--- src/rtl/cmcpa_pkg.sv ---
// shared constants of the caplet payoff averager
package cmcpa_pkg;

	localparam int unsigned MAX_TENORS = 64;
	localparam int unsigned MAX_PATHS  = 32768;
	localparam int unsigned PATH_CAP   = (MAX_PATHS > 65535) ? 65535 : MAX_PATHS;

	localparam logic [47:0] PRICE_MAX = 48'hFFFF_FFFF_FFFF;
	localparam logic [36:0] ONE_Q30   = 37'h0_4000_0000;

	localparam logic [2:0] REG_STRIKE   = 3'd0;
	localparam logic [2:0] REG_ACCRUAL  = 3'd1;
	localparam logic [2:0] REG_INITIAL  = 3'd2;
	localparam logic [2:0] REG_MATURITY = 3'd3;
	localparam logic [2:0] REG_TENORS   = 3'd4;

	localparam logic [31:0] ACCRUAL_RESET = 32'h1000_0000;
	localparam logic [6:0]  TENORS_RESET  = 7'd8;

endpackage

--- src/rtl/caplet_monte_carlo_payoff_average.sv ---
// caplet monte carlo payoff averager: top level with shared multiplier and divider
//
//  channel   dir  handshake          payload
//  s_*       in   s_tvalid/s_tready  tdata prev_rate, rate; tlast path_end; tuser batch_end
//  m_*       out  m_tvalid/m_tready  tdata price; tuser saturated
//  cfg_*     in   cfg_we             cfg_index register, cfg_data value
//
// a rate beat is accepted in the idle state, then runs payoff, growth factor and compounding,
// each a pass of the shared 24x36 multiplier or a skip, then the path update; a batch end
// adds the count check, the discount base, the path average division and the discount
// divisions per tenor (one bit a cycle) and the load of the output register, which waits
// while the previous price is still held
// s_tready is high only when the sequencer is idle; arst_n clears all state and loads defaults

module caplet_monte_carlo_payoff_average (
	input  logic        clk,
	input  logic        arst_n,
	input  logic        s_tvalid,
	output logic        s_tready,
	input  logic [63:0] s_tdata,   // [31:0] prev_rate, [63:32] rate
	input  logic        s_tlast,   // path_end
	input  logic        s_tuser,   // batch_end
	output logic        m_tvalid,
	input  logic        m_tready,
	output logic [47:0] m_tdata,   // [47:0] price
	output logic        m_tuser,   // saturated
	input  logic        cfg_we,
	input  logic [2:0]  cfg_index,
	input  logic [31:0] cfg_data
);

	localparam logic [3:0] ST_IDLE  = 4'd0;
	localparam logic [3:0] ST_PAY   = 4'd1;
	localparam logic [3:0] ST_GROW  = 4'd2;
	localparam logic [3:0] ST_CMP   = 4'd3;
	localparam logic [3:0] ST_PATH  = 4'd4;
	localparam logic [3:0] ST_BATCH = 4'd5;
	localparam logic [3:0] ST_BASE  = 4'd6;
	localparam logic [3:0] ST_AVG   = 4'd7;
	localparam logic [3:0] ST_DISC  = 4'd8;
	localparam logic [3:0] ST_OUT   = 4'd9;

	// configuration registers
	logic signed [31:0] strike_q;
	logic [31:0]        accr_q;
	logic signed [31:0] init_q;
	logic [5:0]         mat_q;
	logic [6:0]         tc_q;

	// sequencer and path state
	logic [3:0]         state_q;
	logic [5:0]         ei_q;
	logic               overrun_q;
	logic [47:0]        pp_q;
	logic [63:0]        sum_q;
	logic [15:0]        count_q;
	logic               flag_q;

	// latched beat
	logic signed [32:0] diff_q;
	logic [31:0]        rmag_q;
	logic               rneg_q;
	logic               pend_q;
	logic               bend_q;

	// shared multiplier
	logic [1:0]         mstep_q;
	logic [83:0]        macc_q;
	logic [47:0]        mul_a;
	logic [35:0]        mul_b;
	logic [23:0]        mul_part;
	logic [59:0]        mul_prod;

	// growth factor and discount base
	logic signed [36:0] f_q;
	logic [35:0]        base_q;
	logic [35:0]        term;
	logic signed [36:0] f_new;
	logic               f_neg_sel;

	// shared divider
	logic [93:0]        num_q;
	logic [35:0]        rem_q;
	logic [35:0]        dvs_q;
	logic [6:0]         dcnt_q;
	logic [6:0]         tl_q;
	logic [63:0]        res_q;
	logic [36:0]        rem_sh;
	logic               take;
	logic [35:0]        rem_nx;
	logic [93:0]        num_nx;
	logic [63:0]        disc_p;
	logic               disc_sat;

	// output register
	logic               m_valid_q;
	logic [47:0]        price_q;
	logic               sat_q;
	logic               out_load;

	logic [6:0]         tenors;
	logic               window;
	logic [64:0]        sum_add;
	logic [31:0]        imag;

	assign s_tready = (state_q == ST_IDLE);
	assign m_tvalid = m_valid_q;
	assign m_tdata  = price_q;
	assign m_tuser  = sat_q;

	// price moves into the output register once that register is free
	assign out_load = (state_q == ST_OUT) && (!m_valid_q || m_tready);

	// tenor counts above the limit act as the limit
	assign tenors = (tc_q > 7'(cmcpa_pkg::MAX_TENORS)) ? 7'(cmcpa_pkg::MAX_TENORS) : tc_q;
	assign window = !overrun_q && (ei_q >= mat_q) && ({1'b0, ei_q} < tenors);
	assign imag   = init_q[31] ? (~init_q + 32'd1) : init_q;

	// operand select for the shared multiplier
	always_comb begin
		mul_a = '0;
		mul_b = {4'd0, accr_q};
		f_neg_sel = rneg_q;
		unique case (state_q)
			ST_PAY:  mul_a = {16'd0, diff_q[31:0]};
			ST_GROW: mul_a = {16'd0, rmag_q};
			ST_CMP: begin
				mul_a = pp_q;
				mul_b = f_q[35:0];
			end
			ST_BASE: begin
				mul_a = {16'd0, imag};
				f_neg_sel = init_q[31];
			end
			default: mul_a = '0;
		endcase
	end

	assign mul_part = (mstep_q == 2'd0) ? mul_a[23:0] : mul_a[47:24];
	assign mul_prod = {36'd0, mul_part} * {24'd0, mul_b};

	// 1 + rate * accrual in q6.30
	assign term  = macc_q[63:28];
	assign f_new = f_neg_sel ? (cmcpa_pkg::ONE_Q30 - {1'b0, term})
	                         : (cmcpa_pkg::ONE_Q30 + {1'b0, term});

	// restoring divide, one quotient bit a cycle
	assign rem_sh = {rem_q, num_q[93]};
	assign take   = (rem_sh >= {1'b0, dvs_q});
	assign rem_nx = take ? 36'(rem_sh - {1'b0, dvs_q}) : rem_sh[35:0];
	assign num_nx = {num_q[92:0], take};
	assign disc_sat = (num_nx[93:64] != '0);
	assign disc_p   = disc_sat ? 64'hFFFF_FFFF_FFFF_FFFF : num_nx[63:0];

	assign sum_add = {1'b0, sum_q} + {17'd0, pp_q};

	always_ff @(posedge clk or negedge arst_n) begin
		if (!arst_n) begin
			strike_q  <= '0;
			accr_q    <= cmcpa_pkg::ACCRUAL_RESET;
			init_q    <= '0;
			mat_q     <= '0;
			tc_q      <= cmcpa_pkg::TENORS_RESET;
			state_q   <= ST_IDLE;
			ei_q      <= '0;
			overrun_q <= 1'b0;
			pp_q      <= '0;
			sum_q     <= '0;
			count_q   <= '0;
			flag_q    <= 1'b0;
			diff_q    <= '0;
			rmag_q    <= '0;
			rneg_q    <= 1'b0;
			pend_q    <= 1'b0;
			bend_q    <= 1'b0;
			mstep_q   <= '0;
			macc_q    <= '0;
			f_q       <= '0;
			base_q    <= '0;
			num_q     <= '0;
			rem_q     <= '0;
			dvs_q     <= '0;
			dcnt_q    <= '0;
			tl_q      <= '0;
			res_q     <= '0;
			m_valid_q <= 1'b0;
			price_q   <= '0;
			sat_q     <= 1'b0;
		end else begin
			if (cfg_we) begin
				unique case (cfg_index)
					cmcpa_pkg::REG_STRIKE:   strike_q <= cfg_data;
					cmcpa_pkg::REG_ACCRUAL:  accr_q   <= cfg_data;
					cmcpa_pkg::REG_INITIAL:  init_q   <= cfg_data;
					cmcpa_pkg::REG_MATURITY: mat_q    <= cfg_data[5:0];
					cmcpa_pkg::REG_TENORS:   tc_q     <= cfg_data[6:0];
					default: ;
				endcase
			end

			if (out_load)
				m_valid_q <= 1'b1;
			else if (m_tready)
				m_valid_q <= 1'b0;

			// multiplier passes: low half, then high half shifted by 24
			if (mstep_q == 2'd0)
				macc_q <= {24'd0, mul_prod};
			else if (mstep_q == 2'd1)
				macc_q <= macc_q + {mul_prod, 24'd0};

			unique case (state_q)
				ST_IDLE: begin
					mstep_q <= 2'd0;
					if (s_tvalid) begin
						diff_q  <= {s_tdata[31], s_tdata[31:0]} - {strike_q[31], strike_q};
						rneg_q  <= s_tdata[63];
						rmag_q  <= s_tdata[63] ? (~s_tdata[63:32] + 32'd1) : s_tdata[63:32];
						pend_q  <= s_tlast;
						bend_q  <= s_tuser;
						state_q <= ST_PAY;
					end
				end
				// payoff on the first element of a path
				ST_PAY: begin
					if (overrun_q || ei_q != '0) begin
						mstep_q <= 2'd0;
						state_q <= ST_GROW;
					end else if (diff_q[32] || diff_q == '0) begin
						pp_q    <= '0;
						mstep_q <= 2'd0;
						state_q <= ST_GROW;
					end else if (mstep_q == 2'd2) begin
						pp_q    <= macc_q[65:18];
						mstep_q <= 2'd0;
						state_q <= ST_GROW;
					end else begin
						mstep_q <= mstep_q + 2'd1;
					end
				end
				ST_GROW: begin
					if (!window) begin
						state_q <= ST_PATH;
					end else if (mstep_q == 2'd2) begin
						f_q     <= f_new;
						mstep_q <= 2'd0;
						state_q <= ST_CMP;
					end else begin
						mstep_q <= mstep_q + 2'd1;
					end
				end
				// compound the path value, clamp negative growth, saturate overflow
				ST_CMP: begin
					if (f_q[36] || f_q == '0) begin
						if (f_q[36] && pp_q != '0)
							flag_q <= 1'b1;
						pp_q    <= '0;
						state_q <= ST_PATH;
					end else if (mstep_q == 2'd2) begin
						if (macc_q[83:78] != '0) begin
							pp_q   <= cmcpa_pkg::PRICE_MAX;
							flag_q <= 1'b1;
						end else begin
							pp_q <= macc_q[77:30];
						end
						mstep_q <= 2'd0;
						state_q <= ST_PATH;
					end else begin
						mstep_q <= mstep_q + 2'd1;
					end
				end
				ST_PATH: begin
					if (pend_q || bend_q) begin
						if (count_q >= 16'(cmcpa_pkg::PATH_CAP)) begin
							flag_q <= 1'b1;
						end else begin
							if (sum_add[64]) begin
								sum_q  <= 64'hFFFF_FFFF_FFFF_FFFF;
								flag_q <= 1'b1;
							end else begin
								sum_q <= sum_add[63:0];
							end
							count_q <= count_q + 16'd1;
						end
						ei_q      <= '0;
						overrun_q <= 1'b0;
						pp_q      <= '0;
					end else if (!overrun_q) begin
						if (ei_q == 6'd63)
							overrun_q <= 1'b1;
						else
							ei_q <= ei_q + 6'd1;
					end
					mstep_q <= 2'd0;
					state_q <= bend_q ? ST_BATCH : ST_IDLE;
				end
				ST_BATCH: begin
					mstep_q <= 2'd0;
					if (count_q == '0) begin
						res_q   <= '0;
						state_q <= ST_OUT;
					end else begin
						state_q <= ST_BASE;
					end
				end
				// discount base, then load the path average division, or saturate on a non-positive base
				ST_BASE: begin
					if (mstep_q == 2'd2) begin
						mstep_q <= 2'd0;
						if (f_new[36] || f_new == '0) begin
							res_q   <= 64'hFFFF_FFFF_FFFF_FFFF;
							flag_q  <= 1'b1;
							state_q <= ST_OUT;
						end else begin
							base_q  <= f_new[35:0];
							num_q   <= {sum_q, 30'd0};
							rem_q   <= '0;
							dvs_q   <= {20'd0, count_q};
							dcnt_q  <= 7'd64;
							tl_q    <= tenors;
							state_q <= ST_AVG;
						end
					end else begin
						mstep_q <= mstep_q + 2'd1;
					end
				end
				ST_AVG: begin
					if (dcnt_q == 7'd1) begin
						if (tl_q == '0) begin
							res_q   <= num_nx[63:0];
							state_q <= ST_OUT;
						end else begin
							num_q   <= {num_nx[63:0], 30'd0};
							rem_q   <= '0;
							dvs_q   <= base_q;
							dcnt_q  <= 7'd94;
							state_q <= ST_DISC;
						end
					end else begin
						num_q  <= num_nx;
						rem_q  <= rem_nx;
						dcnt_q <= dcnt_q - 7'd1;
					end
				end
				// one divide by the discount base per tenor
				ST_DISC: begin
					if (dcnt_q == 7'd1) begin
						if (disc_sat)
							flag_q <= 1'b1;
						tl_q <= tl_q - 7'd1;
						if (tl_q == 7'd1) begin
							res_q   <= disc_p;
							state_q <= ST_OUT;
						end else begin
							num_q  <= {disc_p, 30'd0};
							rem_q  <= '0;
							dcnt_q <= 7'd94;
						end
					end else begin
						num_q  <= num_nx;
						rem_q  <= rem_nx;
						dcnt_q <= dcnt_q - 7'd1;
					end
				end
				// hand over to the output register once it is free, clear batch state
				ST_OUT: begin
					if (out_load) begin
						if (res_q[63:48] != '0) begin
							price_q <= cmcpa_pkg::PRICE_MAX;
							sat_q   <= 1'b1;
						end else begin
							price_q <= res_q[47:0];
							sat_q   <= flag_q;
						end
						ei_q      <= '0;
						overrun_q <= 1'b0;
						pp_q      <= '0;
						sum_q     <= '0;
						count_q   <= '0;
						flag_q    <= 1'b0;
						state_q   <= ST_IDLE;
					end
				end
				default: state_q <= ST_IDLE;
			endcase
		end
	end

endmodule

--- config.mk ---
export PLATFORM = sky130hd
export DESIGN_NAME = caplet_monte_carlo_payoff_average
export DESIGN_NICKNAME = d
export VERILOG_FILES = /design/src/rtl/cmcpa_pkg.sv /design/src/rtl/caplet_monte_carlo_payoff_average.sv
export SDC_FILE = /design/constraint.sdc
export NUM_CORES = 2
export LEC_CHECK = 0
export ABC_AREA = 1
export BUFFER_PORTS_ARGS = -buffer_cell sky130_fd_sc_hd__buf_2
export CORE_AREA = 2 2 311 390
export DETAILED_ROUTE_END_ITERATION = 6
export DIE_AREA = 0 0 313 392
export GPL_TIMING_DRIVEN = 0
export HOLD_SLACK_MARGIN = 0.02
export PLACE_DENSITY = 0.92
export SLEW_MARGIN = 20
export SYNTH_ARGS = -nofsm -noshare
export SYNTH_HDL_FRONTEND = slang
export SYNTH_SLANG_ARGS = --single-unit
--- constraint.sdc ---
create_clock -name clk -period 12.7 [get_ports clk]
set_input_delay 1.27 -clock clk [delete_from_list [all_inputs] [get_ports clk]]
set_output_delay 1.27 -clock clk [all_outputs]
set_load 0.1 [all_outputs]
==> run metrics <==
status=finished with violations; failing checks=design-rule violations; CTS Buf Count=76; # fillers=9,913; Post-Syn Instances=10,481; Area Overhead vs Synth=7.82%; endpoints failing setup=0; Post-synth EDFFs=0; wire per inst=24.7 um; H-tree levels=3; final hold viol count=0; die area=0.123 mm2; Critical Setup Path Class=flop to flop; Post-synth ARST share=1.00; DR vias/cell=6.17; Die H=392 um; Syn Nets=11,728; first-pass GRT wire length=454,000 um; HPWL after DPL=249,000 um; Clock Tree Buf Depth=3; min Tclk post-route=12.59 ns; io pins=157; grt ovf=0; final worst path period share=0.991; # rows=142; reg2reg end=macc_q[80]; Hold Path Class=input pin to async pin; WP data arrival=13.18 ns; #FFs+latches synth=752; max_cap viols=0; DRT iter0 DRCs=8,201; Yosys warning count=0; register area=0.0188 mm2; final WL=306,000 um; Fin Setup TNS=0 ns; initial antenna violation count=12; post-synth top area cell=dfrtp_1; largest net degree at the start of global routing=106; commonest non-fill, non-tap cell in the layout=nand2_1; ys flop type=dfrtp_1; core area=0.119 mm2; Peak Freq=79.4 MHz; post-route ant nets=0; Residual DRC=14; share of layout cells above drive strength 1=0.0510; CP required=13.29 ns; r2r startpoint=state_q[1]; # port buffers=156; clk sink count=752; sequential fraction of the synthesis area=0.245; vias in the first global route=77,463; Initial Util=0.644; clock slew at reported path FFs=0.07 ns; CP max stage cell=clkdlybuf4s15_1; Setup Skew=0.0520 ns; Initial DRT Pass Iterations=7; Startpoint Class=flop; clock root buffer=clkbuf_16; slowest stage delay, CP=0.86 ns; top-area cell type share of the netlist area=0.245; area occupied by multi-input gates=0.0496 mm2; Yosys cell types=58; Worst setup EP type=flop; syn_area_per_cell=7.32 um2; depth of the most critical reg-to-reg path=38; Post-Syn Area=0.0767 mm2; cell repeated most along the worst path=fa_1; actual slew at the worst max-slew pin=1.17 ns; Worst Path Max Fanout=10; most frequent cells in the layout=2,723 x nand2_1, 1,781 x inv_1, 947 x o21ai_0; chip width=313 um; FF-to-FF setup slack=0.11 ns; Clock Latency Late Sink=0.73 ns; Slew Limit Headroom=0.220; routability cong.=1.12; CTS tree=yes; GRT Util Overall=0.498; total vias in the final route=76,399; final max-slew violation count=0; Synth area leaders=dfrtp_1 24%, fa_1 20%, nand2_1 13%, inv_1 8.7%, ha_1 6.4%; Net count, final=11,981
==> worst max-delay path, delay by kind of cell, from the launching register on <==
kind | cells | cell delay [ns]
adders and majority gates | 9 | 4.42
and+or+nand+nor | 13 | 2.91
buffers and inverters | 9 | 2.38
AOI/OAI and AO/OA | 6 | 1.68
xor gates and xnor gates | 1 | 0.65
DFF | 1 | 0.39
==> cell usage after synthesis (34+ instances only) <==
cell type  number
inv_1        1781
fa_1          750
ha_1          391
nor4_1         48
a31oi_1        72
or2_2          91
nand3_1       315
a21oi_1       438
nand4_1       178
o21ai_0       964
buf_2          40
xor2_1        136
nand2_1      2728
xnor2_1        74
o21ai_1        75
o211ai_1       34
nor3_1         84
nor2_1        819
clkbuf_1      363
a21o_1         40
dfrtp_1       750
o22ai_1        53
==> area by class of cell <==
cell class / instances / area share
clock buffers: 87 / 0.0242
well taps: 1584 / 0.0240
inverters: 1813 / 0.0824
multi-input cells: 7487 / 0.599
repair buffers: 175 / 0.0133
clock inverters: 51 / 0.00732
flip-flops and latches: 752 / 0.227
diodes: 12 / 0.000363
plain buffers: 429 / 0.0219
==> worst max-delay path by stage <==
| stage | to | from | slack [ns] |
|---|---|---|---|
| after floorplan | macc_q[78] | init_q[1] | 3.02 |
| after global placement | macc_q[81] | arst_n | -4.91 |
| after detailed placement | macc_q[80] | state_q[2] | -0.08 |
| after CTS | macc_q[80] | state_q[3] | 0.21 |
| after global routing | macc_q[80] | init_q[0] | -0.06 |
| final | macc_q[80] | state_q[1] | 0.11 |
==> layer usage <==
layer | track usage | vias up | routed length [um] | share of wire
li1 | - | 33478 | - | -
met2 | 0.811 | 4988 | 140000 | 0.46
met3 | 0.123 | 1951 | 29400 | 0.096
met1 | 0.493 | 35972 | 93600 | 0.31
met4 | 0.561 | 10 | 42300 | 0.14
met5 | 0 | - | 135 | 0.00044
==> what timing repair did <==
action,in CTS,in global routing
pin swaps,0,1
endpoints found under the hold margin,0,0
resized for setup,1,91
buffers inserted,0,6
hold buffers,0,0
setup endpoints to repair,1,30
==> state kept, by name, summed over array words and instances (netlist names), 6 cells and up <==
name	cells
init_q	32
sum_q	64
rmag_q	32
accr_q	32
m_tdata	48
dvs_q	36
ei_q	6
f_q	37
mat_q	6
dcnt_q	7
count_q	16
rem_q	36
pp_q	48
tc_q	7
base_q	36
diff_q	33
num_q	94
macc_q	66
strike_q	32
res_q	64
tl_q	7
==> cell families (layout without fill, tap and decap cells) <==
kind of cell               Yosys count  count (layout)  share of synthesized area
and+or+nand+nor                   4311            4311                      0.230
buffers and inverters             2242            2555                      0.112
muxes                                1               1                   0.000130
adders and majority gates         1141            1141                      0.259
xor gates and xnor gates           210             210                     0.0240
other                                0              12                          0
AOI/OAI and AO/OA                 1824            1824                      0.129
DFF                                752             752                      0.245
==> metrics by stage <==
step | util | instances | hold slack, ns | setup WS [ns] | cell area [um2]
5_1_grt | 0.694 | 12381 | 0.489 | -0.0551 | 82700
6_report | 0.694 | 12390 | 0.467 | 0.113 | 82700
3_5_place_dp | 0.670 | 12234 | 0.453 | -0.0797 | 79800
4_1_cts | 0.691 | 12372 | 0.470 | 0.206 | 82400
2_1_floorplan | - | 10481 | 0.437 | 3.02 | 76700
3_3_place_gp | 0.667 | 12221 | 0.450 | -4.91 | 79500
Power is left out: the tool's default activity adds up to more than one toggle a clock period on the data nets, which glitch-free logic cannot reach.
